**config.mk**
```make
export PLATFORM = sky130hd
export DESIGN_NAME = stepper_trapezoid_ramp_top
export DESIGN_NICKNAME = d
export VERILOG_FILES = /design/src/hw/rtl/srp_pkg.sv /design/src/hw/rtl/srp_div.sv /design/src/hw/rtl/srp_ctrl.sv /design/src/hw/rtl/srp_dpath.sv /design/src/hw/rtl/stepper_trapezoid_ramp_top.sv
export SDC_FILE = /design/constraint.sdc
export NUM_CORES = 2
export LEC_CHECK = 0
export BUFFER_PORTS_ARGS = -buffer_cell sky130_fd_sc_hd__buf_4
export CORE_MARGIN = 2
export CORE_UTILIZATION = 54
export CTS_CLUSTER_DIAMETER = 40
export CTS_CLUSTER_SIZE = 12
export DETAILED_ROUTE_END_ITERATION = 10
export GPL_TIMING_DRIVEN = 0
export PLACE_DENSITY = 0.7
export SLEW_MARGIN = 0
export SYNTH_ARGS = -nofsm -noshare
export SYNTH_HDL_FRONTEND = slang
export SYNTH_SLANG_ARGS = --single-unit
```
**constraint.sdc**
```tcl
create_clock -name clk -period 22 [get_ports clk]
set_input_delay 6.6 -clock clk [delete_from_list [all_inputs] [get_ports clk]]
set_output_delay 6.6 -clock clk [all_outputs]
set_load 0.05 [all_outputs]
```
**src/hw/rtl/srp_pkg.sv**
```systemverilog
// Shared types and constants for the stepper trapezoid ramp block.
// Used by srp_ctrl, srp_dpath, srp_div and stepper_trapezoid_ramp_top.
`default_nettype none
package srp_pkg;

  localparam int DataW = 32;
  localparam int DelayW = 16;
  localparam int CfgAddrW = 3;
  localparam int CfgDataW = 24;
  localparam int OutW = 56;

  localparam logic [1:0] PH_STOP  = 2'd0;
  localparam logic [1:0] PH_ACCEL = 2'd1;
  localparam logic [1:0] PH_DECEL = 2'd2;
  localparam logic [1:0] PH_RUN   = 2'd3;

  localparam logic [CfgAddrW-1:0] REG_FIRST_DELAY = 3'd0;
  localparam logic [CfgAddrW-1:0] REG_TOP_DELAY   = 3'd1;
  localparam logic [CfgAddrW-1:0] REG_STEPS_TOP   = 3'd2;
  localparam logic [CfgAddrW-1:0] REG_ACCEL       = 3'd3;
  localparam logic [CfgAddrW-1:0] REG_DECEL       = 3'd4;

  localparam logic       CMD_START = 1'b0;
  localparam logic [DelayW-1:0] ONE_STEP_DELAY = 16'd1000;

  typedef struct packed {
    logic latch_in;
    logic mul1;
    logic div1_go;
    logic lim_cap;
    logic mul2;
    logic div2_go;
    logic commit_start;
    logic tay_go;
    logic commit_ev;
    logic out_load;
  } cmd_t;

  typedef struct packed {
    logic need_div;
    logic div_done;
  } sts_t;

endpackage
`default_nettype wire

```
**src/hw/rtl/srp_div.sv**
```systemverilog
// Iterative 32-bit unsigned restoring divider, one quotient bit per cycle.
// Divisor zero gives an all-ones quotient. Depends on srp_pkg.
`default_nettype none
module srp_div (
  input  wire logic                     clk,
  input  wire logic                     rst_n,
  input  wire logic                     start,
  input  wire logic [srp_pkg::DataW-1:0] dividend,
  input  wire logic [srp_pkg::DataW-1:0] divisor,
  output logic                          done,
  output logic [srp_pkg::DataW-1:0]     quotient,
  output logic [srp_pkg::DataW-1:0]     remainder
);
  import srp_pkg::*;

  logic [DataW-1:0] quo_r, quo_nxt, rem_r, rem_nxt, dvs_r;
  logic [5:0]       cnt_r, cnt_nxt;
  logic             done_r, done_nxt;
  logic [DataW:0]   trial;
  logic [DataW:0]   diff;

  always_comb begin
    trial = {rem_r, quo_r[DataW-1]};
    diff = trial - {1'b0, dvs_r};
    quo_nxt = quo_r;
    rem_nxt = rem_r;
    cnt_nxt = cnt_r;
    done_nxt = 1'b0;
    if (start) begin
      quo_nxt = dividend;
      rem_nxt = '0;
      cnt_nxt = 6'd32;
    end else if (cnt_r != 6'd0) begin
      if (!diff[DataW]) begin
        rem_nxt = diff[DataW-1:0];
        quo_nxt = {quo_r[DataW-2:0], 1'b1};
      end else begin
        rem_nxt = trial[DataW-1:0];
        quo_nxt = {quo_r[DataW-2:0], 1'b0};
      end
      cnt_nxt = cnt_r - 6'd1;
      done_nxt = (cnt_r == 6'd1);
    end
  end

  always_ff @(posedge clk) begin
    if (!rst_n) begin
      cnt_r <= '0;
      done_r <= 1'b0;
    end else begin
      cnt_r <= cnt_nxt;
      done_r <= done_nxt;
    end
    quo_r <= quo_nxt;
    rem_r <= rem_nxt;
    if (start) dvs_r <= divisor;
  end

  assign done = done_r;
  assign quotient = quo_r;
  assign remainder = rem_r;
endmodule
`default_nettype wire

```
**src/hw/rtl/srp_ctrl.sv**
```systemverilog
// Sequencing state machine for the stepper ramp: handshakes and datapath commands.
// Depends on srp_pkg.
`default_nettype none
module srp_ctrl (
  input  wire logic           clk,
  input  wire logic           rst_n,
  input  wire logic           in_valid,
  input  wire logic           in_cmd,
  output logic                in_ready,
  output logic                out_valid,
  input  wire logic           out_ready,
  input  wire srp_pkg::sts_t  sts,
  output srp_pkg::cmd_t       cmd
);
  import srp_pkg::*;

  localparam logic [3:0] S_IDLE = 4'd0;
  localparam logic [3:0] S_MUL1 = 4'd1;
  localparam logic [3:0] S_DIV1 = 4'd2;
  localparam logic [3:0] S_WT1  = 4'd3;
  localparam logic [3:0] S_MUL2 = 4'd4;
  localparam logic [3:0] S_DIV2 = 4'd5;
  localparam logic [3:0] S_WT2  = 4'd6;
  localparam logic [3:0] S_CST  = 4'd7;
  localparam logic [3:0] S_TGO  = 4'd8;
  localparam logic [3:0] S_TWT  = 4'd9;
  localparam logic [3:0] S_CEV  = 4'd10;
  localparam logic [3:0] S_OUT  = 4'd11;

  logic [3:0] state_r, state_nxt;
  logic       ov_r, ov_nxt;
  logic       slot_free;

  assign slot_free = !ov_r || out_ready;

  always_comb begin
    cmd = '0;
    state_nxt = state_r;
    ov_nxt = ov_r && !out_ready;
    case (state_r)
      S_IDLE: if (in_valid) begin
        cmd.latch_in = 1'b1;
        if (in_cmd == CMD_START) state_nxt = S_MUL1;
        else if (sts.need_div) state_nxt = S_TGO;
        else state_nxt = S_CEV;
      end
      S_MUL1: begin cmd.mul1 = 1'b1; state_nxt = S_DIV1; end
      S_DIV1: begin cmd.div1_go = 1'b1; state_nxt = S_WT1; end
      S_WT1: if (sts.div_done) begin
        cmd.lim_cap = 1'b1;
        state_nxt = S_MUL2;
      end
      S_MUL2: begin cmd.mul2 = 1'b1; state_nxt = S_DIV2; end
      S_DIV2: begin cmd.div2_go = 1'b1; state_nxt = S_WT2; end
      S_WT2: if (sts.div_done) state_nxt = S_CST;
      S_CST: begin cmd.commit_start = 1'b1; state_nxt = S_OUT; end
      S_TGO: begin cmd.tay_go = 1'b1; state_nxt = S_TWT; end
      S_TWT: if (sts.div_done) state_nxt = S_CEV;
      S_CEV: begin cmd.commit_ev = 1'b1; state_nxt = S_OUT; end
      S_OUT: if (slot_free) begin
        cmd.out_load = 1'b1;
        ov_nxt = 1'b1;
        state_nxt = S_IDLE;
      end
      default: state_nxt = S_IDLE;
    endcase
  end

  always_ff @(posedge clk) begin
    if (!rst_n) begin
      state_r <= S_IDLE;
      ov_r <= 1'b0;
    end else begin
      state_r <= state_nxt;
      ov_r <= ov_nxt;
    end
  end

  assign in_ready = (state_r == S_IDLE);
  assign out_valid = ov_r;
endmodule
`default_nettype wire

```
**src/hw/rtl/srp_dpath.sv**
```systemverilog
// Ramp datapath: configuration, move state, multiplies, Taylor step, result register.
// Depends on srp_pkg and srp_div.
`default_nettype none
module srp_dpath (
  input  wire logic                          clk,
  input  wire logic                          rst_n,
  input  wire logic                          cfg_we,
  input  wire logic [srp_pkg::CfgAddrW-1:0]  cfg_addr,
  input  wire logic [srp_pkg::CfgDataW-1:0]  cfg_wdata,
  input  wire logic [srp_pkg::DataW-1:0]     in_steps,
  input  wire srp_pkg::cmd_t                 cmd,
  output srp_pkg::sts_t                      sts,
  output logic [srp_pkg::OutW-1:0]           out_data
);
  import srp_pkg::*;

  logic [DelayW-1:0] first_r, tsd_r, acc_r, dec_r;
  logic [23:0]       stts_r;
  logic [1:0]        phase_r, phase_nxt;
  logic              dir_r, dir_nxt, half_r, half_nxt, busy_r, busy_nxt, done_r, done_nxt;
  logic [DelayW-1:0] cur_r, cur_nxt, last_r, last_nxt, cruise_r, cruise_nxt;
  logic [DataW-1:0]  idx_r, idx_nxt, off_r, off_nxt, dp_r, dp_nxt, steps_r, steps_nxt;
  logic [DataW-1:0]  rem_r, rem_nxt, pos_r, pos_nxt;
  logic [DataW-1:0]  raw_r, prod_r, lim_r;
  logic              na_r, nb_r, took_r, took_nxt;
  logic [DelayW-1:0] ivl_r, ivl_nxt;
  logic [OutW-1:0]   out_r;

  logic [DataW-1:0]  mag, top, lim1, off_t, idx_inc, tay_a, tay_b, div_a, div_b;
  logic [DataW-1:0]  quo, rmd, tq, tr, steps_inc, pos_inc;
  logic [DelayW-1:0] nd;
  logic              div_go, div_done;
  logic [47:0]       mul_a;
  logic [39:0]       mul_b;

  assign mag = raw_r[DataW-1] ? -raw_r : raw_r;
  assign top = (stts_r == '0) ? 32'd1 : {8'd0, stts_r};
  assign mul_a = {16'd0, mag} * {32'd0, dec_r};
  assign mul_b = {8'd0, top} * {24'd0, acc_r};
  assign idx_inc = idx_r + 32'd1;
  assign tay_a = {15'd0, cur_r, 1'b0} + rem_r;
  assign tay_b = {idx_inc[DataW-3:0], 2'b00} + 32'd1;

  always_comb begin
    if (cmd.tay_go) begin
      div_a = tay_a[DataW-1] ? -tay_a : tay_a;
      div_b = tay_b[DataW-1] ? -tay_b : tay_b;
    end else if (cmd.div1_go) begin
      div_a = prod_r;
      div_b = {15'd0, {1'b0, acc_r} + {1'b0, dec_r}};
    end else begin
      div_a = prod_r;
      div_b = {16'd0, dec_r};
    end
  end

  assign div_go = cmd.tay_go | cmd.div1_go | cmd.div2_go;

  srp_div u_div (
    .clk(clk), .rst_n(rst_n), .start(div_go), .dividend(div_a), .divisor(div_b),
    .done(div_done), .quotient(quo), .remainder(rmd)
  );

  assign tq = (na_r ^ nb_r) ? -quo : quo;
  assign tr = na_r ? -rmd : rmd;
  assign nd = cur_r - tq[DelayW-1:0];
  assign steps_inc = steps_r + 32'd1;
  assign pos_inc = pos_r + (dir_r ? 32'hFFFF_FFFF : 32'd1);
  assign lim1 = (lim_r == '0) ? 32'd1 : lim_r;
  assign off_t = (lim1 <= top) ? lim1 - mag : -quo;

  always_comb begin
    phase_nxt = phase_r; dir_nxt = dir_r; half_nxt = half_r; busy_nxt = busy_r;
    done_nxt = done_r; cur_nxt = cur_r; last_nxt = last_r; cruise_nxt = cruise_r;
    idx_nxt = idx_r; off_nxt = off_r; dp_nxt = dp_r; steps_nxt = steps_r;
    rem_nxt = rem_r; pos_nxt = pos_r; took_nxt = took_r; ivl_nxt = ivl_r;
    if (cmd.tay_go) idx_nxt = idx_inc;
    if (cmd.commit_start) begin
      done_nxt = 1'b0;
      busy_nxt = 1'b1;
      dir_nxt = raw_r[DataW-1];
      took_nxt = 1'b0;
      if (mag == 32'd1) begin
        idx_nxt = '1;
        phase_nxt = PH_DECEL;
        cur_nxt = ONE_STEP_DELAY;
      end else if (mag != '0) begin
        cruise_nxt = tsd_r;
        off_nxt = (off_t == '0) ? '1 : off_t;
        dp_nxt = mag + ((off_t == '0) ? '1 : off_t);
        if (first_r <= tsd_r) begin
          cur_nxt = tsd_r;
          phase_nxt = PH_RUN;
        end else begin
          cur_nxt = first_r;
          phase_nxt = PH_ACCEL;
        end
        idx_nxt = '0;
      end
      ivl_nxt = cur_nxt;
    end
    if (cmd.commit_ev) begin
      half_nxt = ~half_r;
      ivl_nxt = cur_r;
      took_nxt = 1'b0;
      if (half_r) begin
        case (phase_r)
          PH_STOP: begin
            steps_nxt = '0;
            rem_nxt = '0;
            busy_nxt = 1'b0;
            cur_nxt = '0;
          end
          PH_ACCEL: begin
            steps_nxt = steps_inc; pos_nxt = pos_inc; took_nxt = 1'b1;
            rem_nxt = tr;
            cur_nxt = nd;
            if (steps_inc >= dp_r) begin
              idx_nxt = off_r;
              phase_nxt = PH_DECEL;
            end else if (nd <= cruise_r) begin
              last_nxt = nd;
              cur_nxt = cruise_r;
              rem_nxt = '0;
              phase_nxt = PH_RUN;
            end
          end
          PH_RUN: begin
            steps_nxt = steps_inc; pos_nxt = pos_inc; took_nxt = 1'b1;
            cur_nxt = cruise_r;
            if (steps_inc >= dp_r) begin
              idx_nxt = off_r;
              cur_nxt = last_r;
              phase_nxt = PH_DECEL;
            end
          end
          default: begin
            steps_nxt = steps_inc; pos_nxt = pos_inc; took_nxt = 1'b1;
            rem_nxt = tr;
            cur_nxt = nd;
            if (!idx_r[DataW-1]) begin
              phase_nxt = PH_STOP;
              done_nxt = 1'b1;
            end
          end
        endcase
      end
    end
  end

  always_ff @(posedge clk) begin
    if (!rst_n) begin
      first_r <= 16'd1000; tsd_r <= 16'd100; stts_r <= 24'd1;
      acc_r <= 16'd100; dec_r <= 16'd100;
      phase_r <= PH_STOP; dir_r <= 1'b0; half_r <= 1'b0; busy_r <= 1'b0; done_r <= 1'b0;
      cur_r <= '0; last_r <= '0; cruise_r <= '0; idx_r <= '0; off_r <= '0; dp_r <= '0;
      steps_r <= '0; rem_r <= '0; pos_r <= '0;
    end else begin
      if (cfg_we) begin
        case (cfg_addr)
          REG_FIRST_DELAY: first_r <= cfg_wdata[DelayW-1:0];
          REG_TOP_DELAY:   tsd_r <= cfg_wdata[DelayW-1:0];
          REG_STEPS_TOP:   stts_r <= cfg_wdata;
          REG_ACCEL:       acc_r <= cfg_wdata[DelayW-1:0];
          REG_DECEL:       dec_r <= cfg_wdata[DelayW-1:0];
          default: ;
        endcase
      end
      phase_r <= phase_nxt; dir_r <= dir_nxt; half_r <= half_nxt; busy_r <= busy_nxt;
      done_r <= done_nxt; cur_r <= cur_nxt; last_r <= last_nxt; cruise_r <= cruise_nxt;
      idx_r <= idx_nxt; off_r <= off_nxt; dp_r <= dp_nxt; steps_r <= steps_nxt;
      rem_r <= rem_nxt; pos_r <= pos_nxt;
    end
    took_r <= took_nxt;
    ivl_r <= ivl_nxt;
    if (cmd.latch_in) raw_r <= in_steps;
    if (cmd.mul1) prod_r <= mul_a[DataW-1:0];
    if (cmd.mul2) prod_r <= mul_b[DataW-1:0];
    if (cmd.lim_cap) lim_r <= quo;
    if (cmd.tay_go) begin
      na_r <= tay_a[DataW-1];
      nb_r <= tay_b[DataW-1];
    end
    if (cmd.out_load) out_r <= {4'd0, dir_r, done_r, busy_r, pos_r, took_r, ivl_r};
  end

  assign sts.need_div = half_r && (phase_r == PH_ACCEL || phase_r == PH_DECEL);
  assign sts.div_done = div_done;
  assign out_data = out_r;
endmodule
`default_nettype wire

```
**src/hw/rtl/stepper_trapezoid_ramp_top.sv**
```systemverilog
// Trapezoidal stepper ramp generator: start and timer-event items in, one result per item.
// A start item waits twice on the 32-step divider for the decel point; a second event in the
// accel or decel phase waits once on the bit-serial divider for the next step delay; other events
// need no divide. The next item is accepted while a result waits in the output register.
// Depends on srp_pkg, srp_ctrl, srp_dpath, srp_div.
`default_nettype none
module stepper_trapezoid_ramp_top (
  input  wire logic                          clk,
  input  wire logic                          rst_n,
  input  wire logic                          in_tvalid,
  output logic                               in_tready,
  input  wire logic [srp_pkg::DataW-1:0]     in_tdata,   // move_steps
  input  wire logic [0:0]                    in_tuser,   // command
  output logic                               out_tvalid,
  input  wire logic                          out_tready,
  // compare_interval[15:0], step_taken, position[31:0], moving, move_finished, direction
  output logic [srp_pkg::OutW-1:0]           out_tdata,
  input  wire logic                          cfg_we,
  input  wire logic [srp_pkg::CfgAddrW-1:0]  cfg_addr,
  input  wire logic [srp_pkg::CfgDataW-1:0]  cfg_wdata
);
  import srp_pkg::*;

  cmd_t cmd;
  sts_t sts;

  srp_ctrl u_ctrl (
    .clk(clk), .rst_n(rst_n), .in_valid(in_tvalid), .in_cmd(in_tuser[0]),
    .in_ready(in_tready), .out_valid(out_tvalid), .out_ready(out_tready),
    .sts(sts), .cmd(cmd)
  );

  srp_dpath u_dpath (
    .clk(clk), .rst_n(rst_n), .cfg_we(cfg_we), .cfg_addr(cfg_addr),
    .cfg_wdata(cfg_wdata), .in_steps(in_tdata), .cmd(cmd), .sts(sts),
    .out_data(out_tdata)
  );
endmodule
`default_nettype wire

```
* After elaboration in Yosys (flattened, before gate mapping)
Index checks and enable logic that the tools add are counted.
Operators by class: bitwise operators 10, add/sub/neg operators 16, multiplexer cells 92, equal/unequal tests 25, reduce and logical (&&, ||, !) cells 33, magnitude comparators 4, multiply operators 2
Operators by type and width (number):
- $mux W32 | 26
- $mux W16 | 12
- $neg A32 Y32 | 5
- $add A32 B1 Y32 const B | 3
- $pmux W32 S3 | 1
- $add A32 B32 Y32 | 2
- $logic_not A32 Y1 | 2
- $mul A32 B16 Y32 | 2
- $pmux W16 S3 | 1
- $pmux W4 S11 | 1
- $sub A33 B32 Y33 | 1
- $add A17 B32 Y32 | 1
- $eq A32 B1 Y1 const B | 1
- $ge A32 B32 Y1 | 1
- $le A16 B16 Y1 | 2
- $le A32 B32 Y1 | 1
- $reduce_bool A32 Y1 | 1
- $sub A32 B32 Y32 | 1
- $mux W1 | 29
- $logic_not A24 Y1 | 1
- $mux W24 | 1
- $mux W4 | 6
- $mux W2 | 11
- $add A16 B16 Y17 | 1
- 33 further kinds | 69
Word-level totals: logic and storage cells 217, output and inout port bits 58, register bits 609, input port bits 65

* Logic depth before layout (Yosys ltp)
depth in word-level cells 11, mapped depth 42, mapped depth without buffers 39

* By module
A second synthesis with hierarchy kept.
Unflattened totals: cells, all modules 7369, area, all modules 62651.3 µm²
Modules (own cells, without submodules):
- srp_dpath | cells an instance 6719, area each 56206.4 µm², instances 1
- srp_div | cells an instance 588, area each 5992.0 µm², instances 1
- srp_ctrl | cells an instance 62, area each 452.9 µm², instances 1

* Worst setup path before layout
OpenSTA, ideal clock, no wires.
kind input to register, start input out_tready, end register u_dpath.out_r[0], in the netlist u_dpath.out_data[0], enable pin, data required time 21.533 ns, arrival time 9.065 ns, path slack 12.468 ns, stages 2, path buffers 0, cells stage by stage nand2b_1 -> nor2b_1
RTL lines:
- from (decl) | line stepper_trapezoid_ramp_top.sv:15 | input wire logic out_tready,
- to (signal assigned) | line srp_dpath.sv:184 | if (cmd.out_load) out_r <= {4'd0, dir_r, done_r, busy_r, pos_r, took_r, ivl_r};
- to (decl) | line srp_dpath.sv:27 | logic [OutW-1:0] out_r;

* Worst setup path after layout
start register u_dpath.raw_r[31], end register u_dpath.dp_r[31]
Between the ends: longest elaborated chain between the ends 7
Ends and longest elaborated chain:
- from (decl) | line srp_dpath.sv:24 | logic [DataW-1:0] raw_r, prod_r, lim_r;
- from (signal assigned) | line srp_dpath.sv:176 | if (cmd.latch_in) raw_r <= in_steps;
- $neg A32 Y32 | line srp_dpath.sv:36 | assign mag = raw_r[DataW-1] ? -raw_r : raw_r;
- $mux W32 (*) | line srp_dpath.sv:36
- $sub A32 B32 Y32 | line srp_dpath.sv:70 | assign off_t = (lim1 <= top) ? lim1 - mag : -quo;
- $mux W32 | line srp_dpath.sv:70
- $logic_not A32 Y1 | line srp_dpath.sv:90 | dp_nxt = mag + ((off_t == '0) ? '1 : off_t);
- $mux W32 | line srp_dpath.sv:90
- $add A32 B32 Y32 | line srp_dpath.sv:90
- to (signal assigned) | line srp_dpath.sv:171 | idx_r <= idx_nxt; off_r <= off_nxt; dp_r <= dp_nxt; steps_r <= steps_nxt;
- to (decl) | line srp_dpath.sv:22 | logic [DataW-1:0] idx_r, idx_nxt, off_r, off_nxt, dp_r, dp_nxt, steps_r, steps_nxt;
Every way passes the cells marked *; elsewhere a longest branch is shown, timed or not. A chain may end at the register's enable or synchronous reset.

==> summary.md <==
| Metric | Value |
|---|---|
| Status | `complete, but fails checks` |
| Failing checks | `max-capacitance violations, max-slew violations` |
| Die H | `342 µm` |
| Mapped Area | `61700 µm²` |
| Number of synthesized flops with an enable pin | `approximately 230` |
| DRC | `0` |
| CORE AREA | `roughly 110000 µm²` |
| Part of the Yosys area used for sequential elements | `between 20% and 30%` |
| Mean post-synth cell area | `8.49 µm²` |
| Final #Nets | `roughly 8600` |
| CTS max path bufs | `3` |
| Wire per inst | `between 20 and 25 µm` |
| DR pass1 iterations | `6` |
| Critical Path Fanout Max | `12` |
| Count of final setup violators | `0` |
| Initial antenna violation count | `8` |
| Hold path depth | `0` |
| Via Count | `between 50000 and 60000` |
| Sum of negative setup slack | `0 ns` |
| DP Worst Slack | `roughly 10 ns` |
| Hold EP | `u_dpath.out_data[7]$_DFFE_PP_` |
| Post-CTS resize count | `0` |
| CTS tree | `yes` |
| # hold bufs at CTS | `0` |
| Routed Antenna Nets | `0` |
| IO Pins | `between 100 and 150` |
| Reg2reg start | `u_dpath.raw_r[31]$_DFFE_PP_` |
| Maximum VDD drop | `around 0.32 mV` |
| Root Driver | `clkbuf_16` |
| Worst-case clock skew | `0.0385 ns` |
| Global routing's busiest layer | `met2` |
| Critical Path RT | `22.59 ns` |
| Initial Utilization | `54.2%` |
| CP max stage cell | `clkbuf_1` |
| Worst path most repeated cell | `clkbuf_1` |
| Worst-skew pair later-pin latency | `0.71 ns` |
| Final Max Slew Viols | `19` |
| Clock transition at the registers of the reported paths | `0.06 ns` |
| Worst reg2reg path depth | `36` |
| Delay-heaviest family, CP | `compound AO/OA/AOI/OAI gates` |
| Final WL | `between 200000 and 250000 µm` |
| CP endpoint kind | `flop` |
| Met2 Use GR | `~57%` |
| Die width | `342 µm` |
| Total global routing overflow | `0` |
| RSZ-0062 raised after global routing | `no` |
| Top_reg_cell synth | `dfxtp_1` |
| Critical path startpoint category | `flop` |
| Slew HR | `-6.28%` |
| Iter 0 DRT Violations | `5091` |
| Most frequent cells in the layout | `nand2_1 (1006), inv_1 (916), fa_1 (591)` |
| Hold path start | `u_dpath.ivl_r[7]$_DFFE_PN_` |
| Power Density | `143 nW/µm²` |
| Asr flop ratio synth | `0%` |
| Gr usage total | `a little under two fifths` |
| Fraction of layout cells with a size suffix above 1 | `about 5.6%` |
| Min cycle time layout | `~12 ns` |
| Hold Fails Final Rpt | `0` |
| Vias in the first global route | `53495` |
| Yosys warns | `0` |
| Drt via density | `slightly below 6` |
| Leading cell type in the layout, fill and taps excluded | `nand2_1` |
| HP Class | `flop to flop` |
| Leakage | `28.7 nW` |
| Largest net degree at the start of global routing | `39` |
| Met3 GRT Util | `about 7.4%` |
| Fin worst setup slack | `between 9 and 10 ns` |
| Detail Placement HPWL | `around 170000 µm` |
| Max incr delay on CP | `between 0.8 and 0.9 ns` |
| Buffers & Inverters on Critical Path | `6` |
| Reg-to-Reg End | `u_dpath.dp_r[31]$_SDFFE_PN0P_` |
| Period utilization | `a little under three fifths` |
| Worst slew pin tran | `approximately 1.6 ns` |
| Layout area overhead | `10.3%` |
| Maxcap violations | `2` |
| Die area | `117000 µm²` |
| Max reg flops | `52` |
| Global-route wire length before repair | `324000 µm` |
| TritonCTS Buffers | `97` |
| Maximum clock rate | `slightly above 80 MHz` |
| Flop2flop setup slack | `9.58 ns` |
| Routability congestion estimate | `1.07` |
| CTS H-tree lvls | `3` |
| Post-Synthesis Cells | `about 7300` |
| I/O Buffers | `118` |
| # clock sinks | `approximately 610` |
| Synthesized flop and latch total | `609` |
| Crit path kind | `flop to flop` |
| Hold_ws | `0.420 ns` |
| Netlist cell types | `110` |
| GRT met1 Usage | `between 40 and 50%` |
| Std cell rows | `124` |
| Critical path data arrival time | `roughly 13 ns` |
| Post-CTS Setup Bufs | `0` |
## cell families (layout without fill, tap and decap cells)
group,count (synthesis),in the layout,share of synthesized area (%)
AO/OA/AOI/OAI,1316,1316,13.9
XOR/XNOR,489,489,6.97
adder cells (fa/ha/maj),1002,1002,27.5
buffers and inverters,1330,1637,8.26
flip-flops,609,609,23.5
multiplexers,97,97,1.61
other,1,6,0.00608
AND/OR/NAND/NOR,2427,2427,18.3
## cell usage after synthesis, drive strengths merged, types with 76 or more instances
cell type,n,share of area (%)
ha,409,8.3
nor3,112,0.92
edfxtp,231,11
fa,591,19
nor2,518,3.2
a21oi,455,3.7
nand3,110,0.91
a21o,76,0.92
xor2,152,2.2
xnor2,336,4.8
dfxtp,378,12
inv,919,5.6
nand2,1007,6.1
clkbuf,347,2.1
mux2i,91,1.5
and2,304,3.1
o21ai,257,2.1
## report_power, final
group	leakage (nW)	switching, mW	internal [mW]
Sequential	5.24	0.248	1.54
Combinational	21.9	3.94	2.41
Clock	1.62	0.644	0.942
## layout make-up
cell class | instances | area (µm²)
fill | 10245 | 45800
multi-input combinational | 5336 | 42200
sequential | 609 | 14500
inverter | 920 | 3450
clock buffer | 109 | 2530
tap | 1512 | 1890
buffer | 410 | 1640
timing repair buffer | 125 | 986
clock inverter | 73 | 837
antenna | 1 | 2.50
## routing by layer
layer / vias up / share of wire [%] / wire [µm]
met2: 2615 / 44 / 95000
met5: - / 0.034 / 73
met3: 663 / 9.5 / 20400
met4: 8 / 7.9 / 16900
met1: 26324 / 38 / 82200
li1: 24457 / - / -
## through the flow
step | power [mW] | cells | instance area [µm²] | util [%]
floorplan | 6.16 | 7275 | 61700 | -
detailed placement | 8.03 | 8912 | 64700 | 56.8
global placement | 7.93 | 8905 | 64500 | 56.7
CTS | 9.66 | 9094 | 68000 | 59.8
global route | 10.5 | 9094 | 68000 | 59.8
finish | 9.72 | 9095 | 68100 | 59.8
## worst max-delay path by stage
stage / start / end / slack [ns] / cells past startpoint
final: u_dpath.raw_r[31]$_DFFE_PP_ / u_dpath.dp_r[31]$_SDFFE_PN0P_ / 9.58 / 36
after global placement: u_dpath.raw_r[31]$_DFFE_PP_ / u_dpath.dp_r[28]$_SDFFE_PN0P_ / 10.01 / 40
after detailed placement: u_dpath.raw_r[31]$_DFFE_PP_ / u_dpath.dp_r[28]$_SDFFE_PN0P_ / 9.97 / 40
after CTS: u_dpath.raw_r[31]$_DFFE_PP_ / u_dpath.dp_r[28]$_SDFFE_PN0P_ / 9.93 / 40
after floorplan: out_tready / u_dpath.out_data[0]$_DFFE_PP_ / 12.47 / 2
after global routing: u_dpath.raw_r[31]$_DFFE_PP_ / u_dpath.dp_r[30]$_SDFFE_PN0P_ / 8.91 / 40
No activity file was read; power rests on OpenSTA's default activity.
